## config.mk

```make
export PLATFORM = sky130hd
export DESIGN_NAME = ptc_back
export DESIGN_NICKNAME = d
export VERILOG_FILES = /design/src/sv/ptc_pkg.sv /design/src/sv/ptc_back.sv
export SDC_FILE = /design/constraint.sdc
export NUM_CORES = 2
export LEC_CHECK = 0
export BUFFER_PORTS_ARGS = -buffer_cell sky130_fd_sc_hd__buf_2
export CORE_MARGIN = 2
export CORE_UTILIZATION = 50
export DETAILED_ROUTE_END_ITERATION = 8
export GPL_TIMING_DRIVEN = 1
export PLACE_DENSITY = 0.69
export SLEW_MARGIN = 0
export SYNTH_ARGS = -nofsm -noshare
export SYNTH_HDL_FRONTEND = slang
export SYNTH_SLANG_ARGS = --single-unit
```

## constraint.sdc

```tcl
create_clock -name clock -period 10.25 [get_ports clock]
set_input_delay 0 -clock clock [delete_from_list [all_inputs] [get_ports clock]]
set_output_delay 0 -clock clock [all_outputs]
set_load 0.02 [all_outputs]
```

## src/sv/ptc_pkg.sv

```systemverilog
// ----------------------------------------------------------------------------
// ptc_pkg
// Shared types, register indexes and helpers for the compensation pipeline.
// ----------------------------------------------------------------------------
`default_nettype none

package ptc_pkg;

   localparam logic [1:0] CSR_TEMP_CAL  = 2'd0;
   localparam logic [1:0] CSR_PRESS_LOW = 2'd1;
   localparam logic [1:0] CSR_PRESS_MID = 2'd2;
   localparam logic [1:0] CSR_PRESS_HI  = 2'd3;

   localparam int unsigned DIV_STAGES = 32;

   // coefficients, already extended to 32 bits
   typedef struct packed {
      logic [31:0] t1;
      logic [31:0] t2;
      logic [31:0] t3;
      logic [31:0] p1;
      logic [31:0] p2;
      logic [31:0] p3;
      logic [31:0] p4;
      logic [31:0] p5;
      logic [31:0] p6;
      logic [31:0] p7;
      logic [31:0] p8;
      logic [31:0] p9;
   } cal_type;

   // fields that ride along with the pressure divide
   typedef struct packed {
      logic [23:0] centi;
      logic [31:0] fine;
      logic        pvalid;
      logic        post;
   } side_type;

   function automatic logic [31:0] asr32(input logic [31:0] x, input int unsigned n);
      return 32'($signed(x) >>> n);
   endfunction

   function automatic logic [31:0] sx16(input logic [15:0] x);
      return {{16{x[15]}}, x};
   endfunction

endpackage

`default_nettype wire

```

## src/sv/ptc_back.sv

```systemverilog
// ----------------------------------------------------------------------------
// ptc_back
// Second-order pressure correction, three stages ending in the output register.
// ----------------------------------------------------------------------------
`default_nettype none

module ptc_back
   import ptc_pkg::*;
(
   input  wire logic        clock,
   input  wire logic        reset,
   input  wire logic        en,
   input  wire logic        in_valid,
   input  wire logic [31:0] in_quotient,
   input  wire side_type    in_side,
   input  wire cal_type     cal,
   output logic             out_valid,
   output logic [23:0]      out_centi,
   output logic [31:0]      out_pressure,
   output logic             out_pvalid,
   output logic [31:0]      out_fine
);

   logic [2:0]  vld_ff;
   logic [31:0] p1_ff, pp1_ff, bb1_ff;
   logic [31:0] p2_ff, x2_ff, bb2_ff;
   logic [31:0] pres_ff;
   side_type    side1_ff, side2_ff, side3_ff;

   logic [31:0] p_in, s_in, pres_in;

   always_comb begin
      p_in    = in_side.post ? {in_quotient[30:0], 1'b0} : in_quotient;
      s_in    = asr32(x2_ff, 12) + asr32(bb2_ff, 13) + cal.p7;
      pres_in = side2_ff.pvalid ? p2_ff + asr32(s_in, 4) : 32'd0;
   end

   always_ff @(posedge clock) begin
      if (reset) begin
         vld_ff <= '0;
      end else if (en) begin
         vld_ff <= {vld_ff[1:0], in_valid};
      end
   end

   always_ff @(posedge clock) begin
      if (en) begin
         p1_ff    <= p_in;
         pp1_ff   <= 32'((p_in >> 3) * (p_in >> 3));
         bb1_ff   <= 32'((p_in >> 2) * cal.p8);
         side1_ff <= in_side;
         p2_ff    <= p1_ff;
         x2_ff    <= 32'(cal.p9 * (pp1_ff >> 13));
         bb2_ff   <= bb1_ff;
         side2_ff <= side1_ff;
         pres_ff  <= pres_in;
         side3_ff <= side2_ff;
      end
   end

   assign out_valid    = vld_ff[2];
   assign out_centi    = side3_ff.centi;
   assign out_pressure = pres_ff;
   assign out_pvalid   = side3_ff.pvalid;
   assign out_fine     = side3_ff.fine;

endmodule

`default_nettype wire

```

# --- Yosys cells after proc, flatten, opt, wreduce, memory -nomap -nowiden ---
# Index checks and enable logic that the tools add are counted.
totals:
  reg_bits: 398
  in_bits: 478
  output_inout_bits: 90
  wordCells: 25
op_classes:
  addsub: 3
  n_mul: 3
  muxes: 1
op_table:
  columns: ["op", "n"]
  rows:
  - ["$add 32x32->32", 2]
  - ["$mul 29x29->32", 1]
  - ["$mul 30x32->32", 1]
  - ["$mul 32x19->32", 1]
  - ["$mux 32", 1]
  - ["$add 20x19->21", 1]

# --- Longest topological paths before layout ---
depth:
  word_depth: 3
  depth_mapped: 36

# --- Worst setup path after synthesis ---
# OpenSTA, ideal clock, no wires.
synth_timing:
  path_kind: "input port to flip-flop"
  start: "input in_side[0] (netlist name)"
  end: "register pp1_ff[31], data pin"
  setup_ps: 266
  arrival_ps: 7141
  required_time_ps: 9984
  setup_slack_ps: 2843
  path_stages: 31
  cell_sequence: "buf_6 -> buf_6 -> buf_4 -> mux2i_1 -> inv_1 -> clkbuf_1 -> clkbuf_1 -> nand2_1 -> inv_1 -> fa_1 -> fa_1 -> fa_1 -> inv_1 -> fa_1 -> inv_1 -> fa_1 -> inv_1 -> fa_1 -> inv_1 -> fa_1 -> fa_1 -> ha_1 -> nand4_1 -> a21oi_1 -> o21ai_0 -> o21ba_2 -> o2111a_1 -> o2111ai_1 -> a31oi_1 -> mux2i_1 -> nand4_1"
synth_via:
  elab_chain_cells: 2
synth_lines:
  columns: ["element", "line", "text"]
  rows:
  - ["start: declaration", "ptc_back.sv:15", "input wire side_type in_side,"]
  - ["$mux 32", "ptc_back.sv:33", "p_in = in_side.post ? {in_quotient[30:0], 1'b0} : in_quotient;"]
  - ["$mul 29x29->32", "ptc_back.sv:49", "pp1_ff <= 32'((p_in >> 3) * (p_in >> 3));"]
  - ["end signal: assignment", "ptc_back.sv:49", null]
  - ["end: declaration", "ptc_back.sv:25", "logic [31:0] p1_ff, pp1_ff, bb1_ff;"]
# Every way passes these cells.
# A chain may end at the register's enable or synchronous reset.

# --- Final worst setup path ---
layout_timing:
  start: "input in_side[0] (netlist name)"
  end: "register bb1_ff[31], data pin"
layout_via:
  elab_chain_cells: 2
layout_lines:
  columns: ["element", "line", "text"]
  rows:
  - ["$mux 32", "ptc_back.sv:33", null]
  - ["$mul 30x32->32", "ptc_back.sv:50", "bb1_ff <= 32'((p_in >> 2) * cal.p8);"]
  - ["end signal: assignment", "ptc_back.sv:50", null]
  - ["end: declaration", "ptc_back.sv:25", null]
# Every way passes these cells.

==> results.yml <==
logic_synthesis:
  ys_seq_area_share_pct: 19.0
  synth_edf_count: 344
  syn_area_sq_um: 54600
  synth_top_area_share_pct: 41.0
  synthArstFlopShare_pct: 0
  synth-seq-cells: 347
  yosysWarningCount: 0
  syn_area_per_cell_sq_um: 10.1
  synth.distinct_cells: 72
  synthFlopType: "edfxtp_1"
  synth_area_leaders: "fa_1, edfxtp_1, inv_1"
  yosysMostFrequentCell: "inv_1"
  yosys.area.top_type: "fa_1"
  syn_inst: 5404
  synth.net_count: 7386
  synth_common_cells: "inv_1, fa_1, nand2_1"
global_routing:
  grt_pass1_vias: 40566
  grt_max_degree: 122
  overflow: 0
  grt_pass1_wl_mm: 219
  antenna_found_initial: 11
  grt_use_total_pct: 25.2
sta:
  timing.final.crit_share_pct: 82.6
  fin_worst_skew_ns: 0.0221
  setup_tns_ns: 0
  setup_violations: 0
  hold_slack_ns: 0.0398
  period_needed_ns: 8.47
  drv_slew: 0
  rsz0062_at_grt: "no"
  worst_slew_pin_slew_ns: 1.10
  fmax_ghz: 0.118
  hold_viol: 0
  slew_headroom_pct: 26.5
finish:
  area_growth_pct: 8.66
  n_fill_cell: 9529
  nNetsFinal: 7620
  layout-drive-gt1-share_pct: 7.67
cts:
  insertion_delay_ns: 0.56
  cts_root_buf: "clkbuf_16"
  post_cts_buffers: 0
  cts_buffers: 38
  cts_tree: "yes"
  htree_levels: 2
  clock-sinks: 347
  clkTransAtPathRegs_ns: 0.06
  clockBufferDepth: 3
setup_path:
  cp_data_arrival_time_ns: 8.75
  reg2reg_from: "x2_ff[13]"
  crit_fanout: 33
  critical_path_class: "input port to register"
  crit_top_cell: "fa_1"
  worst-endpoint-required_ns: 10.53
  cpPeakStageDelay_ns: 0.76
  start_kind: "input port"
  slowest_stage: "buf_2"
  worst_r2r_path_depth: 29
  endpoint_kind: "register"
  r2r-end: "out_pressure[30]"
  rrSetupSlack_ns: 2.97
min_path:
  hp-class: "input port to register"
  min_path_cells: 1
  min_from: "en"
  holdPathEnd: "out_fine[21]"
floorplanning:
  initial_core_util_pct: 50.3
  ios: 568
  die_w_microns: 335
  die_h_microns: 335
  dieArea_sq_um: 112000
  rows: 121
  core_sq_um: 109000
route:
  drc: 0
  wire_per_inst_microns: 19.2
  viasPerCell: 5.24
  dr.pass1.iters: 5
  drt_iter0_drc: 2358
  vias: 37114
  wirelength_mm: 136
  antenna_left: 0
placed_design:
  gp_congestion: 0.915
  dp_hpwl_mm: 106
  io_buffer_count: 279
run:
  drv_cap: 0
outcome:
  outcome: "completed"
==> through the flow <==
stage / instance area, sq um / setup slack (ns) / util (%) / instances
global route: 59400 / 1.39 / 54.6 / 7085
floorplan: 54600 / 2.84 / - / 5404
finish: 59400 / 1.78 / 54.6 / 7087
global placement: 57500 / 1.35 / 52.9 / 6951
CTS: 59400 / 1.88 / 54.6 / 7082
detailed placement: 57500 / 1.28 / 52.9 / 6951
==> final cells by class <==
type | count | area (sq um) | share of cell area, %
inverter | 1308 | 4910 | 8.27
multi-input combinational | 3543 | 38600 | 64.9
clock buffer | 46 | 1020 | 1.72
tap | 1414 | 1770 | 2.98
antenna | 5 | 12.5 | 0.0211
sequential | 347 | 10400 | 17.5
timing repair buffer | 400 | 2470 | 4.16
clock inverter | 24 | 253 | 0.426
==> placed cells by master, fill, tap and decap left out, types with 7 or more instances in the layout <==
cell type      Yosys  final
a211oi_1           7      7
a21o_1            50     50
a21oi_1           90     90
a31oi_1            7      7
and2_1           465    465
and3_1            15     15
buf_2              1    278
buf_4              1     60
clkbuf_16          0     38
clkinv_2           0      7
dlygate4sd3_1      0     61
edfxtp_1         344    344
fa_1            1118   1118
ha_1             386    386
inv_1           1300   1300
mux2i_1           30     29
nand2_1          650    650
nand2b_1          12     12
nand3_1           20     20
nand4_1           12     12
nor2_1           225    225
nor2b_1           20     20
nor3_1            39     39
o211ai_1           8      8
o21a_1            25     25
o21ai_0           50     50
o21bai_1          10     10
or3_1              8      8
xnor2_1          167    167
xor2_1            52     52
==> logic make-up (layout without fill, tap and decap cells) <==
family	after synthesis	count (layout)	share of synthesized area, %
AOI/OAI and AO/OA	298	298	3.59
xor gates and xnor gates	219	219	3.51
adders and majority gates	1504	1504	49.8
buffers and inverters	1514	1778	10.4
DFF	347	347	19.0
muxes	40	40	0.815
other	0	5	0
and+or+nand+nor	1482	1482	12.8
==> sequential cells by signal (all words and copies together) (netlist names) <==
signal / flops
bb1_ff: 19
bb2_ff: 19
out_centi: 24
out_fine: 32
out_pressure: 32
out_pvalid: 1
p1_ff: 32
p2_ff: 32
pp1_ff: 19
side1_ff: 57
side2_ff: 57
vld_ff: 3
x2_ff: 20
==> how the worst max path moves through the flow <==
stage	from	end	slack [ns]	depth (start not counted)
floorplan	in_side[0]	pp1_ff[31]	2.84	31
global placement	in_side[0]	bb1_ff[31]	1.35	27
detailed placement	in_side[0]	bb1_ff[31]	1.28	27
CTS	in_side[0]	bb1_ff[31]	1.88	27
global route	in_side[0]	pp1_ff[31]	1.39	26
finish	in_side[0]	bb1_ff[31]	1.78	27
==> critical path: cells and delay by family <==
kind / cells / cell delay (ns)
xor gates and xnor gates: 1 / 0.16
buffers and inverters: 7 / 2.02
AOI/OAI and AO/OA: 8 / 1.40
adders and majority gates: 9 / 4.40
muxes: 1 / 0.28
and+or+nand+nor: 1 / 0.49
==> timing repair <==
item	4_1_cts	5_1_grt
hold buffers	61	0
resized for setup	0	0
endpoints found under the hold margin	62	0
==> routing by layer <==
metal	routed length (microns)	GRT usage [%]	share of wire, %
met5	59	0	0.043
met4	4540	7.67	3.3
met3	11200	4.82	8.3
met2	66400	43.3	49
met1	53900	32.4	40
Power is left out: the tool's default activity adds up to more than one toggle a clock period on the data nets, which glitch-free logic cannot reach.
